**config.mk**
```make
export PLATFORM = sky130hd
export DESIGN_NAME = region_address_translator_flat
export DESIGN_NICKNAME = d
export VERILOG_FILES = /design/src/rtl/rat_pkg.sv /design/src/rtl/rat_ifs.sv /design/src/rtl/rat_mem.sv /design/src/rtl/rat_ctrl.sv /design/src/rtl/region_address_translator.sv /design/src/flat_wrapper.sv
export SDC_FILE = /design/constraint.sdc
export NUM_CORES = 2
export LEC_CHECK = 0
export ABC_AREA = 0
export BUFFER_PORTS_ARGS = -buffer_cell sky130_fd_sc_hd__clkbuf_2
export CAP_MARGIN = 10
export CELL_PAD_IN_SITES_DETAIL_PLACEMENT = 1
export CELL_PAD_IN_SITES_GLOBAL_PLACEMENT = 2
export CORE_MARGIN = 4
export CORE_UTILIZATION = 30
export CTS_CLUSTER_DIAMETER = 120
export DETAILED_ROUTE_END_ITERATION = 7
export MAX_ROUTING_LAYER = met4
export PLACE_DENSITY = 0.55
export REMOVE_ABC_BUFFERS = 1
export SLEW_MARGIN = 20
export SYNTH_ARGS = -nofsm -noshare
export SYNTH_HDL_FRONTEND = slang
export SYNTH_HIERARCHICAL = 1
export SYNTH_SLANG_ARGS = --single-unit
```
**constraint.sdc**
```tcl
create_clock -name clk_i -period 40.7 [get_ports clk_i]
set_input_delay 0 -clock clk_i [delete_from_list [all_inputs] [get_ports clk_i]]
set_output_delay 0 -clock clk_i [all_outputs]
set_load 0.1 [all_outputs]
```
**src/rtl/rat_pkg.sv**
```systemverilog
// Shared types, codes and constants of the region address translator.
package rat_pkg;

  // Default table depth.
  localparam int unsigned REGION_SLOTS_DEFAULT = 16;

  // Field widths.
  localparam int unsigned ADDR_W = 64;
  localparam int unsigned CMD_W  = 3;
  localparam int unsigned PROT_W = 3;
  localparam int unsigned STAT_W = 2;

  // Command codes.
  typedef enum logic [CMD_W-1:0] {
    CMD_MAP       = 3'd0,
    CMD_UNMAP     = 3'd1,
    CMD_CLEAR     = 3'd2,
    CMD_TRANSLATE = 3'd3,
    CMD_PROBE     = 3'd4,
    CMD_CHECK     = 3'd5
  } cmd_e;

  // Result status codes.
  typedef enum logic [STAT_W-1:0] {
    ST_OK    = 2'd0,
    ST_MISS  = 2'd1,
    ST_FAULT = 2'd2,
    ST_FULL  = 2'd3
  } status_e;

  // Region flag bits.
  localparam logic [PROT_W-1:0] FLAG_READ  = 3'h1;
  localparam logic [PROT_W-1:0] FLAG_WRITE = 3'h2;
  localparam logic [PROT_W-1:0] FLAG_EXEC  = 3'h4;

  // Access kinds checked on translate.
  localparam logic [PROT_W-1:0] ACC_READ  = 3'd0;
  localparam logic [PROT_W-1:0] ACC_WRITE = 3'd1;
  localparam logic [PROT_W-1:0] ACC_EXEC  = 3'd2;

  // One table entry.
  typedef struct packed {
    logic [ADDR_W-1:0] start;
    logic [ADDR_W-1:0] phys;
    logic [ADDR_W-1:0] length;
    logic [PROT_W-1:0] flags;
  } region_t;

  // Table update request from the sequencer.
  typedef struct packed {
    logic write;
    logic invalidate;
    logic clear_all;
  } mem_op_t;

  // Sequencer states.
  typedef enum logic [2:0] {
    S_IDLE,
    S_SCAN,
    S_OFFSET,
    S_RANGE,
    S_DONE
  } state_e;

endpackage

```
**src/rtl/rat_ifs.sv**
```systemverilog
// Valid/ready channel interfaces for command and result beats.
interface rat_in_if import rat_pkg::*; ();
  logic              valid;
  logic              ready;
  logic [CMD_W-1:0]  command;
  logic [ADDR_W-1:0] virtual_addr;
  logic [ADDR_W-1:0] physical_base;
  logic [ADDR_W-1:0] region_size;
  logic [PROT_W-1:0] protection;
  logic [PROT_W-1:0] access_code;

  modport source (
    output valid, command, virtual_addr, physical_base, region_size, protection,
           access_code,
    input  ready
  );
  modport sink (
    input  valid, command, virtual_addr, physical_base, region_size, protection,
           access_code,
    output ready
  );
endinterface

interface rat_out_if import rat_pkg::*; ();
  logic              valid;
  logic              ready;
  logic [STAT_W-1:0] status;
  logic [ADDR_W-1:0] physical_addr;
  logic              answer;

  modport source (
    output valid, status, physical_addr, answer,
    input  ready
  );
  modport sink (
    input  valid, status, physical_addr, answer,
    output ready
  );
endinterface

```
**src/rtl/rat_mem.sv**
```systemverilog
// Region table: entry memory with registered read, valid bits in flops.
module rat_mem import rat_pkg::*; #(
  parameter int unsigned REGION_SLOTS = REGION_SLOTS_DEFAULT,
  localparam int unsigned IdxW = (REGION_SLOTS > 1) ? $clog2(REGION_SLOTS) : 1
) (
  input  logic            clk_i,
  input  logic            rst_ni,
  input  logic            rd_en_i,
  input  logic [IdxW-1:0] rd_idx_i,
  output logic            rd_valid_o,
  output region_t         rd_region_o,
  input  mem_op_t         op_i,
  input  logic [IdxW-1:0] wr_idx_i,
  input  region_t         wr_region_i
);

  logic [REGION_SLOTS-1:0] valid_q;
  region_t                 mem_q [REGION_SLOTS];
  region_t                 rd_region_q;
  logic                    rd_valid_q;

  // Valid bits: reset and clear drop all entries at once
  always_ff @(posedge clk_i or negedge rst_ni) begin
    if (!rst_ni) begin
      valid_q <= '0;
    end else if (op_i.clear_all) begin
      valid_q <= '0;
    end else if (op_i.write) begin
      valid_q[wr_idx_i] <= 1'b1;
    end else if (op_i.invalidate) begin
      valid_q[wr_idx_i] <= 1'b0;
    end
  end

  // Entry write port
  always_ff @(posedge clk_i) begin
    if (op_i.write) begin
      mem_q[wr_idx_i] <= wr_region_i;
    end
  end

  // Registered read port, valid bit sampled alongside
  always_ff @(posedge clk_i) begin
    if (rd_en_i) begin
      rd_region_q <= mem_q[rd_idx_i];
    end
  end

  always_ff @(posedge clk_i or negedge rst_ni) begin
    if (!rst_ni) begin
      rd_valid_q <= 1'b0;
    end else if (rd_en_i) begin
      rd_valid_q <= valid_q[rd_idx_i];
    end
  end

  assign rd_valid_o  = rd_valid_q;
  assign rd_region_o = rd_region_q;

endmodule

```
**src/rtl/rat_ctrl.sv**
```systemverilog
// Command sequencer: table scan, floor lookup, range check and result register.
module rat_ctrl import rat_pkg::*; #(
  parameter int unsigned REGION_SLOTS = REGION_SLOTS_DEFAULT,
  localparam int unsigned IdxW = (REGION_SLOTS > 1) ? $clog2(REGION_SLOTS) : 1
) (
  input  logic            clk_i,
  input  logic            rst_ni,
  input  logic            enable_i,
  rat_in_if.sink          in_i,
  rat_out_if.source       out_o,
  output logic            rd_en_o,
  output logic [IdxW-1:0] rd_idx_o,
  input  logic            rd_valid_i,
  input  region_t         rd_region_i,
  output mem_op_t         op_o,
  output logic [IdxW-1:0] wr_idx_o,
  output region_t         wr_region_o
);

  localparam int unsigned CntW = $clog2(REGION_SLOTS + 1);
  localparam logic [CntW-1:0] CntEnd = CntW'(REGION_SLOTS);

  state_e            state_q, state_d;
  cmd_e              cmd_q;
  logic [ADDR_W-1:0] addr_q, base_q, size_q;
  logic [PROT_W-1:0] prot_q, acc_q;

  logic [CntW-1:0]   cnt_q;
  logic              pipe_q;
  logic [IdxW-1:0]   pidx_q;

  logic              exact_found_q, free_found_q, best_found_q;
  logic [IdxW-1:0]   exact_idx_q, free_idx_q;
  region_t           best_q;

  logic [ADDR_W-1:0] off_q, sum_q;
  logic              hit_q;

  logic              out_valid_q;
  status_e           status_q;
  logic [ADDR_W-1:0] phys_q;
  logic              answer_q;

  logic              accept, out_free, finish, rd_en;
  logic              take_exact, take_free, take_best, hit, denied;
  mem_op_t           op;
  logic [IdxW-1:0]   wr_idx;
  status_e           res_status;
  logic [ADDR_W-1:0] res_phys;
  logic              res_answer;

  assign accept   = (state_q == S_IDLE) && in_i.valid;
  assign out_free = !out_valid_q || out_o.ready;

  // Per-slot scan decisions on the beat coming back from the table
  assign take_exact = pipe_q && rd_valid_i && !exact_found_q && (rd_region_i.start == addr_q);
  assign take_free  = pipe_q && !rd_valid_i && !free_found_q;
  assign take_best  = pipe_q && rd_valid_i && (rd_region_i.start <= addr_q) &&
                      (!best_found_q || (rd_region_i.start > best_q.start));

  // Access check on the selected region
  assign hit    = best_found_q && hit_q;
  assign denied = ((acc_q == ACC_READ)  && ((best_q.flags & FLAG_READ)  == '0)) ||
                  ((acc_q == ACC_WRITE) && ((best_q.flags & FLAG_WRITE) == '0)) ||
                  ((acc_q == ACC_EXEC)  && ((best_q.flags & FLAG_EXEC)  == '0));

  // Next state, table requests and result
  always_comb begin
    state_d    = state_q;
    rd_en      = 1'b0;
    finish     = 1'b0;
    op         = '0;
    wr_idx     = exact_found_q ? exact_idx_q : free_idx_q;
    res_status = ST_OK;
    res_phys   = '0;
    res_answer = 1'b0;
    case (state_q)
      S_IDLE: begin
        if (in_i.valid) begin
          case (cmd_e'(in_i.command))
            CMD_MAP, CMD_UNMAP, CMD_PROBE, CMD_CHECK: state_d = S_SCAN;
            CMD_TRANSLATE: state_d = enable_i ? S_SCAN : S_DONE;
            default:       state_d = S_DONE;
          endcase
        end
      end
      S_SCAN: begin
        rd_en = (cnt_q != CntEnd);
        if (cnt_q == CntEnd) begin
          state_d = S_OFFSET;
        end
      end
      S_OFFSET: state_d = S_RANGE;
      S_RANGE:  state_d = S_DONE;
      S_DONE: begin
        if (out_free) begin
          finish  = 1'b1;
          state_d = S_IDLE;
          case (cmd_q)
            CMD_MAP: begin
              if (exact_found_q || free_found_q) begin
                op.write = 1'b1;
              end else begin
                res_status = ST_FULL;
              end
            end
            CMD_UNMAP: op.invalidate = exact_found_q;
            CMD_CLEAR: op.clear_all  = 1'b1;
            CMD_TRANSLATE: begin
              if (!enable_i) begin
                res_phys = addr_q;
              end else if (!hit) begin
                res_status = ST_MISS;
              end else if (denied) begin
                res_status = ST_FAULT;
              end else begin
                res_phys = sum_q;
              end
            end
            CMD_PROBE: res_answer = exact_found_q;
            CMD_CHECK: res_answer = hit && ((best_q.flags & acc_q) == acc_q);
            default: ;
          endcase
        end
      end
      default: state_d = S_IDLE;
    endcase
  end

  // Control registers
  always_ff @(posedge clk_i or negedge rst_ni) begin
    if (!rst_ni) begin
      state_q       <= S_IDLE;
      cnt_q         <= '0;
      pipe_q        <= 1'b0;
      exact_found_q <= 1'b0;
      free_found_q  <= 1'b0;
      best_found_q  <= 1'b0;
      out_valid_q   <= 1'b0;
    end else begin
      state_q <= state_d;
      pipe_q  <= rd_en;
      if (accept) begin
        cnt_q         <= '0;
        exact_found_q <= 1'b0;
        free_found_q  <= 1'b0;
        best_found_q  <= 1'b0;
      end else begin
        if (rd_en) begin
          cnt_q <= cnt_q + 1'b1;
        end
        if (take_exact) exact_found_q <= 1'b1;
        if (take_free)  free_found_q  <= 1'b1;
        if (take_best)  best_found_q  <= 1'b1;
      end
      if (finish) begin
        out_valid_q <= 1'b1;
      end else if (out_o.ready) begin
        out_valid_q <= 1'b0;
      end
    end
  end

  // Datapath registers
  always_ff @(posedge clk_i) begin
    if (accept) begin
      cmd_q  <= cmd_e'(in_i.command);
      addr_q <= in_i.virtual_addr;
      base_q <= in_i.physical_base;
      size_q <= in_i.region_size;
      prot_q <= in_i.protection;
      acc_q  <= in_i.access_code;
    end
    if (rd_en) begin
      pidx_q <= cnt_q[IdxW-1:0];
    end
    if (take_exact) exact_idx_q <= pidx_q;
    if (take_free)  free_idx_q  <= pidx_q;
    if (take_best)  best_q      <= rd_region_i;
    // offset into the floor region, then range test and translated address
    if (state_q == S_OFFSET) begin
      off_q <= addr_q - best_q.start;
    end
    if (state_q == S_RANGE) begin
      hit_q <= (off_q < best_q.length);
      sum_q <= best_q.phys + off_q;
    end
    if (finish) begin
      status_q <= res_status;
      phys_q   <= res_phys;
      answer_q <= res_answer;
    end
  end

  assign in_i.ready          = (state_q == S_IDLE);
  assign out_o.valid         = out_valid_q;
  assign out_o.status        = status_q;
  assign out_o.physical_addr = phys_q;
  assign out_o.answer        = answer_q;

  assign rd_en_o     = rd_en;
  assign rd_idx_o    = cnt_q[IdxW-1:0];
  assign op_o        = op;
  assign wr_idx_o    = wr_idx;
  assign wr_region_o = '{start: addr_q, phys: base_q, length: size_q, flags: prot_q};

endmodule

```
**src/rtl/region_address_translator.sv**
```systemverilog
// Region address translator top level: enable register, sequencer and region table.
// Table commands scan every slot, one slot read per cycle over the single table read port,
// then compute the offset and the range check before the result is registered; clear,
// unknown commands and translate with translation off skip the scan. A new command is
// accepted once the previous result sits in the result register; input is ready in idle only.
// Reset: all slots invalid, translation disabled; no clearing pass is needed.
module region_address_translator import rat_pkg::*; #(
  parameter int unsigned REGION_SLOTS = REGION_SLOTS_DEFAULT
) (
  input  logic      clk_i,
  input  logic      rst_ni,
  input  logic      cfg_we_i,
  input  logic      cfg_wdata_i,
  rat_in_if.sink    in_i,
  rat_out_if.source out_o
);

  localparam int unsigned IdxW = (REGION_SLOTS > 1) ? $clog2(REGION_SLOTS) : 1;

  logic            enable_q;
  logic            rd_en;
  logic [IdxW-1:0] rd_idx;
  logic            rd_valid;
  region_t         rd_region;
  mem_op_t         op;
  logic [IdxW-1:0] wr_idx;
  region_t         wr_region;

  // Translation enable register
  always_ff @(posedge clk_i or negedge rst_ni) begin
    if (!rst_ni) begin
      enable_q <= 1'b0;
    end else if (cfg_we_i) begin
      enable_q <= cfg_wdata_i;
    end
  end

  rat_ctrl #(
    .REGION_SLOTS (REGION_SLOTS)
  ) u_ctrl (
    .clk_i       (clk_i),
    .rst_ni      (rst_ni),
    .enable_i    (enable_q),
    .in_i        (in_i),
    .out_o       (out_o),
    .rd_en_o     (rd_en),
    .rd_idx_o    (rd_idx),
    .rd_valid_i  (rd_valid),
    .rd_region_i (rd_region),
    .op_o        (op),
    .wr_idx_o    (wr_idx),
    .wr_region_o (wr_region)
  );

  rat_mem #(
    .REGION_SLOTS (REGION_SLOTS)
  ) u_mem (
    .clk_i       (clk_i),
    .rst_ni      (rst_ni),
    .rd_en_i     (rd_en),
    .rd_idx_i    (rd_idx),
    .rd_valid_o  (rd_valid),
    .rd_region_o (rd_region),
    .op_i        (op),
    .wr_idx_i    (wr_idx),
    .wr_region_i (wr_region)
  );

endmodule
```
**src/flat_wrapper.sv**
```systemverilog
// flat-port wrapper written by rule: the top's interface ports become plain ports
module region_address_translator_flat import rat_pkg::*;
#(
  parameter int unsigned REGION_SLOTS = REGION_SLOTS_DEFAULT
)
  (clk_i, rst_ni, cfg_we_i, cfg_wdata_i, in_i_valid, in_i_command, in_i_virtual_addr, in_i_physical_base, in_i_region_size, in_i_protection, in_i_access_code, in_i_ready, out_o_valid, out_o_status, out_o_physical_addr, out_o_answer, out_o_ready);
  rat_in_if in_i_i ();
  rat_out_if out_o_i ();
  input  logic clk_i;
  input  logic rst_ni;
  input  logic cfg_we_i;
  input  logic cfg_wdata_i;
  input wire logic [$bits(in_i_i.valid)-1:0] in_i_valid;
  input wire logic [$bits(in_i_i.command)-1:0] in_i_command;
  input wire logic [$bits(in_i_i.virtual_addr)-1:0] in_i_virtual_addr;
  input wire logic [$bits(in_i_i.physical_base)-1:0] in_i_physical_base;
  input wire logic [$bits(in_i_i.region_size)-1:0] in_i_region_size;
  input wire logic [$bits(in_i_i.protection)-1:0] in_i_protection;
  input wire logic [$bits(in_i_i.access_code)-1:0] in_i_access_code;
  output wire logic [$bits(in_i_i.ready)-1:0] in_i_ready;
  output wire logic [$bits(out_o_i.valid)-1:0] out_o_valid;
  output wire logic [$bits(out_o_i.status)-1:0] out_o_status;
  output wire logic [$bits(out_o_i.physical_addr)-1:0] out_o_physical_addr;
  output wire logic [$bits(out_o_i.answer)-1:0] out_o_answer;
  input wire logic [$bits(out_o_i.ready)-1:0] out_o_ready;
  assign in_i_i.valid = in_i_valid;
  assign in_i_i.command = in_i_command;
  assign in_i_i.virtual_addr = in_i_virtual_addr;
  assign in_i_i.physical_base = in_i_physical_base;
  assign in_i_i.region_size = in_i_region_size;
  assign in_i_i.protection = in_i_protection;
  assign in_i_i.access_code = in_i_access_code;
  assign in_i_ready = in_i_i.ready;
  assign out_o_valid = out_o_i.valid;
  assign out_o_status = out_o_i.status;
  assign out_o_physical_addr = out_o_i.physical_addr;
  assign out_o_answer = out_o_i.answer;
  assign out_o_i.ready = out_o_ready;
  region_address_translator #(.REGION_SLOTS(REGION_SLOTS)) u_core (.clk_i(clk_i), .rst_ni(rst_ni), .cfg_we_i(cfg_we_i), .cfg_wdata_i(cfg_wdata_i), .in_i(in_i_i), .out_o(out_o_i));
endmodule
```
=== Word-level counts from Yosys, hierarchy flattened ===
Memories as Yosys holds them, arrays and structs flattened. A register that Yosys moved wholly into a read port is not among the register bits.
Index checks and enable logic that the tools add are counted.

* Register bits after elaboration: 635
* Bits in writable memories: 3120
* Input bits: 207
* Output and inout port bits: 69
* Logic and storage cells: 150
* Memories: 1

{| class="wikitable"
|+ Memories
! memory !! depth !! width !! rd ports !! clocked after memory_dff !! wr ports !! line !! source
|-
| u_core.u_mem.mem_q || 16 || 195 || 1 || 1 || 1 || rat_mem.sv:18 || <nowiki>region_t mem_q [REGION_SLOTS];</nowiki>
|}

* Add/subtract/negate cells: 3
* Magnitude comparators: 6
* Equal/unequal tests: 22
* Muxes and demuxes: 44
* Bitwise logic cells: 4
* Reduce and logical (&&, ||, !) cells: 41

{| class="wikitable"
|+ Operators by type and width
! operator !! count
|-
| 64-bit 2-to-1 mux || 3
|-
| 64-bit adder || 1
|-
| 64-bit equality test || 1
|-
| 64-bit greater-than comparator || 1
|-
| 64-bit <= comparator || 1
|-
| 64-bit < comparator || 1
|-
| 64-bit subtractor || 1
|-
| 16-bit 2-to-1 mux || 3
|-
| 3-bit zero test || 7
|-
| 1-bit 2-to-1 mux || 19
|-
| 3-bit by 2-bit equality test with 1-bit output, second input constant || 6
|-
| 3-bit 2-to-1 mux || 6
|-
| 16-bit bitwise AND || 1
|-
| 16-bit inverter || 1
|-
| 16-bit OR || 1
|-
| 3-bit equality test, second input constant || 5
|-
| 3-bit case mux with 5 select lines || 1
|-
| 1-bit logical AND || 14
|-
| 3-bit by 1-bit equality test with 1-bit output, second input constant || 4
|-
| 4-bit by 5-bit < comparator with 1-bit output, second input constant || 2
|-
| 5-bit 2-to-1 mux || 2
|-
| 2-bit nonzero test || 5
|-
| 2-bit 2-to-1 mux || 4
|-
| 2-bit != test, second input constant || 3
|-
| other kinds (18) || 27
|}

=== Logic depth before layout (Yosys ltp) ===
* Depth after elaboration: 10
* Gate-level depth with buffers: 12
* Gate-level depth less buffers: 12

=== Hierarchy ===
Netlist, hierarchy kept.

{| class="wikitable"
|+ By module, submodules not included
! module !! instances !! cells an instance !! area an instance (um2) !! seq. area each (um2)
|-
| rat_mem || 1 || 4942 || 124116.5 || 99970.9
|-
| rat_ctrl || 1 || 2630 || 32179.6 || 18462.7
|-
| region_address_translator || 1 || 2 || 40.0 || 25.0
|}

=== Worst setup path before layout ===
No wires, ideal clock.

* Kind: register to register
* Start point: register u_core.u_ctrl.cnt_q[0]
* End point: register u_core.u_ctrl.cnt_q[3]
* Library setup time: 0.400 ns
* Arrival time: 16.189 ns
* Data required time: 40.300 ns
* Path slack: 24.111 ns
* Stages on the path, launching flop included: 8
* Path buffers: 0
* Clock period less this slack: 16.589 ns
* Cells stage by stage: dfrtp_1 -> inv_1 -> ha_1 -> nor4bb_1 -> nor3_1 -> nand4_1 -> xor2_1 -> nor2_1

* Word-level cells in the longest chain between the ends: 3
* Elaborated cells on any way between the ends: 6
* Those cells by class: add/sub: 1; eq/ne: 1; mux: 3; reduce/logical: 1

{| class="wikitable"
|+ Ends and longest elaborated chain
! what !! line !! source
|-
| from (decl) || rat_ctrl.sv:28 || <nowiki>logic [CntW-1:0] cnt_q;</nowiki>
|-
| from (signal assigned) || rat_ctrl.sv:150 || <nowiki>cnt_q <= cnt_q + 1'b1;</nowiki>
|-
| 5-bit != test || rat_ctrl.sv:88 || <nowiki>rd_en = (cnt_q != CntEnd);</nowiki>
|-
| 1-bit 2-to-1 mux || rat_ctrl.sv:77 || <nowiki>case (state_q)</nowiki>
|-
| named net u_core.rd_en || region_address_translator.sv:21 || <nowiki>logic rd_en;</nowiki>
|-
| 2-bit nonzero test (no line) || -- ||
|}

The timed path passes the listed nets, and every way through them passes these cells. The select of a mux whose other input is x is not followed.
A chain may end at the register's enable or synchronous reset.

=== Worst setup path in the final report ===
* Start point: register u_core.u_ctrl.cnt_q[0]
* End point: register u_core/u_mem/rd_region_o[27] (netlist name)

* Word-level cells in the longest chain between the ends: 2

{| class="wikitable"
|+ Ends and longest elaborated chain
! what !! line
|-
| 5-bit != test || rat_ctrl.sv:88
|-
| 1-bit 2-to-1 mux || rat_ctrl.sv:77
|}

Several ways; a longest one is shown, not always the timed one.

==> flow_summary_export.csv <==
group,metric,value,unit
layout,layout-drive-gt1-share,22.7,%
detailed_routing,wl,471,mm
global_routing,grt_max_degree,122,
clock_network,clkTransAtPathRegs,0.06,ns
clock_network,clock_path_buffers,4,
timing,fin_setup_tns,0,ns
synthesis,async_flop_share,0.785,%
timing,drv_slew,0,
timing,finClkSkew,0.0745,ns
placement,dp_cells,14600,
timing,fin_ws,34.00,ns
layout,instances_no_fill,15800,
global_routing,globalRouteOverflowTotal,0,
synthesis,synthCells,7574,
clock_network,cts_hold_buffers,413,
timing,fin_crit,6.70,ns
status,status,"completed",
critical_path,cp.required,41.38,ns
synthesis,synth_top_flop_cell,"edfxtp_1",
timing,setup_viol,0,
synthesis,ys_ff_latch,3950,
layout,nNetsFinal,9041,
timing,finalHoldViolations,0,
clock_network,clock_latency,1.02,ns
timing,holdWs,0.110,ns
hold_path,whs_path_depth,5,
power,p_leak,60.4,nW
clock_network,cts_resized,0,
global_routing,grt_pass1_wl,664,mm
detailed_routing,drt_iter0_markers,6943,
critical_path,worstPathArrival,7.37,ns
synthesis,synthesis.area,0.156,mm^2
clock_network,tritoncts,"built",
critical_path,cp_max_fo,44,
detailed_routing,dr.pass1.iters,7,
floorplanning,core_area,0.518,mm^2
power,irDropWorstVdd,0.0000508,V
clock_network,postCtsSetupRepairBufs,0,
detailed_routing,drc_errors,0,
clock_network,clkSinkCount,3950,
timing,rsz0062_at_grt,"no",
clock_network,numCtsBuffers,430,
placement,dpl.hpwl,276,mm
hold_path,hold_path_class,"primary input to flop",
floorplanning,fp.dieW,730,um
floorplanning,rows,264,
critical_path,crit_path_end_kind,"flop",
detailed_routing,ant_nets,0,
hold_path,hold_path.startpoint,"in_i_command[1]",
synthesis,yosys_warnings,6,
critical_path,cp-startpoint,"u_core/u_ctrl/cnt_q[0]$_DFFE_PN0P_",
layout,stdcell_area,0.185,mm^2
floorplanning,start_util,30.2,%
placement,postPlaceCellArea,0.166,mm^2
placement,dp_slack,33.68,ns
clock_network,cts_max_level,5,
critical_path,reg2reg_depth,10,
synthesis,synth-edff-count,3919,
detailed_routing,post_drt_wl_per_cell,29.8,um
floorplanning,fp.dieArea,0.533,mm^2
clock_network,clockRootBuffer,"clkbuf_16",
floorplanning,die_y,730,um
critical_path,regToRegStartpoint,"u_core/u_ctrl/cnt_q[0]$_DFFE_PN0P_",
placement,io_buffers,275,
power,power_density,65.2,mW/mm^2
timing,fin_crit_sh,16.5,%
run,drv_cap,0,
detailed_routing,via_count,78700,
floorplanning,io_pins,276,
timing,tightest_slew,1.13,ns
timing,timing.fmax,149,MHz
global_routing,grt_pass1_vias,84600,
critical_path,cp-start-kind,"flop",
layout,nFillCells,50600,
synthesis,yosysSeqAreaShare,75.8,%
global_routing,track_usage,17.9,%
placement,finalWeightedCongestion,0.819,
synthesis,synth_cell_types,74,
critical_path,crit_type,"flop to flop",
global_routing,grt_antenna_before_repair,32,
timing,relSlewSlack,24.5,%
synthesis,syn_avg_cell_area,20.6,um^2
detailed_routing,vias_per_cell,4.98,
layout,syn2layout_area_growth,18.1,%
-- cells in the final DEF, fill, tap and decap left out, drive strengths merged, types with 9 or more instances in the layout --
cell / Yosys / final
o21a: 17 / 17
nor4: 10 / 10
a221oi: 9 / 9
o21bai: 28 / 28
dfrtp: 31 / 31
a31oi: 45 / 45
nand2: 204 / 204
mux4: 892 / 892
o211ai: 17 / 17
nor3: 32 / 32
and2: 65 / 65
xnor2: 79 / 79
xor2: 49 / 49
a2bb2oi: 66 / 66
o21ai: 113 / 113
clkinvlp: 0 / 24
nand4: 83 / 83
nand3: 30 / 30
nor2: 168 / 168
a21oi: 281 / 281
dlygate4sd3: 0 / 412
nand2b: 17 / 17
bufinv: 0 / 43
clkinv: 0 / 199
o2111ai: 9 / 9
a211oi: 102 / 102
a21o: 165 / 165
buf: 152 / 158
edfxtp: 3919 / 3919
inv: 260 / 280
mux2i: 66 / 66
nor2b: 45 / 45
clkbuf: 186 / 790
and3: 15 / 15
ha: 319 / 319
-- registers in the layout (all words and copies together) (netlist names), 4 cells and up --
name / flops
u_core/u_ctrl/off_q: 64
u_core/u_ctrl/pidx_q: 4
u_core/u_ctrl/out_o.physical_addr: 64
u_core/u_mem/rd_region_o: 195
u_core/u_ctrl/cnt_q: 5
u_core/u_ctrl/exact_idx_q: 4
u_core/u_ctrl/best_q: 195
u_core/u_mem/valid_q: 16
u_core/u_ctrl/addr_q: 64
u_core/u_ctrl/size_q: 64
u_core/u_ctrl/sum_q: 64
u_core/u_mem/mem_q: 3120
u_core/u_ctrl/free_idx_q: 4
u_core/u_ctrl/base_q: 64
-- cells in the mapped netlist, types with 101 or more instances --
library cell	count	area share (%)
clkbuf_1	186	0.45
a211oi_1	101	0.48
mux4_2	892	13
nand2_1	204	0.49
a21oi_1	281	0.90
o21ai_0	101	0.32
buf_2	106	0.34
a21o_1	165	0.79
inv_1	260	0.62
edfxtp_1	3919	75
ha_1	319	2.6
nor2_1	168	0.40
-- final timing paths --
kind                                                     endpoint  slack (ns)
max reg2reg                u_core/u_mem/rd_region_o[27]$_DFFE_PP_       34.00
max                        u_core/u_mem/rd_region_o[27]$_DFFE_PP_       34.00
min in group asynchronous     u_core/u_mem/valid_q[5]$_DFFE_PN0P_        0.60
min                          u_core/u_ctrl/state_q[2]$_DFFE_PN0P_        0.11
min reg2reg                    u_core/u_ctrl/best_q[48]$_DFFE_PP_        0.41
max in group asynchronous      u_core/u_ctrl/cnt_q[2]$_DFFE_PN0P_       39.84
-- final cells by class --
cell class / count / area (um^2) / area share [%]
well taps: 6916 / 8650 / 4.69
diodes: 8 / 20.0 / 0.0108
inverters: 260 / 1100 / 0.598
clock buffers: 515 / 11200 / 6.04
flip-flops and latches: 3950 / 118000 / 64.2
repair buffers: 845 / 6840 / 3.70
clock inverters: 286 / 2940 / 1.59
multi-input cells: 3026 / 35500 / 19.2
-- power by group --
part           internal [mW]  total, mW  switching, mW
Clock                   2.24       3.91           1.67
Sequential              4.95       5.27          0.326
Combinational           1.25       2.85           1.60
Total                   8.44       12.0           3.60
-- stage by stage --
stage	power [mW]	util, %
2_1_floorplan	9.18	-
3_3_place_gp	8.21	32.1
3_5_place_dp	8.22	32.1
4_1_cts	12.2	35.6
5_1_grt	12.6	35.6
6_report	12.0	35.6
-- metal layers --
metal	wire length, um	vias up	GRT usage (%)
li1	-	33200	-
met1	214000	43100	24.6
met2	226000	1797	28.7
met3	18200	601	1.89
met4	12000	0	4.29
met5	0	-	-
-- logic make-up after synthesis --
family / share of synthesized area, %
compound gates: 3.87
flops: 75.8
buf+inv: 1.58
fa+ha+maj: 2.58
xor+xnor: 0.717
mux: 13.3
simple gates: 2.17
-- critical path, cell delays in order, from the launching register on --
cell and delay, ns:
dfrtp_4 0.79, buf_4 0.66, buf_4 0.71, buf_4 0.58, buf_4 0.69, buf_4 0.81
buf_4 0.77, mux4_2 0.59, nor2b_1 0.14, a211oi_1 0.35, a31oi_1 0.08
Note: power is estimated with default switching activity, not from simulation.
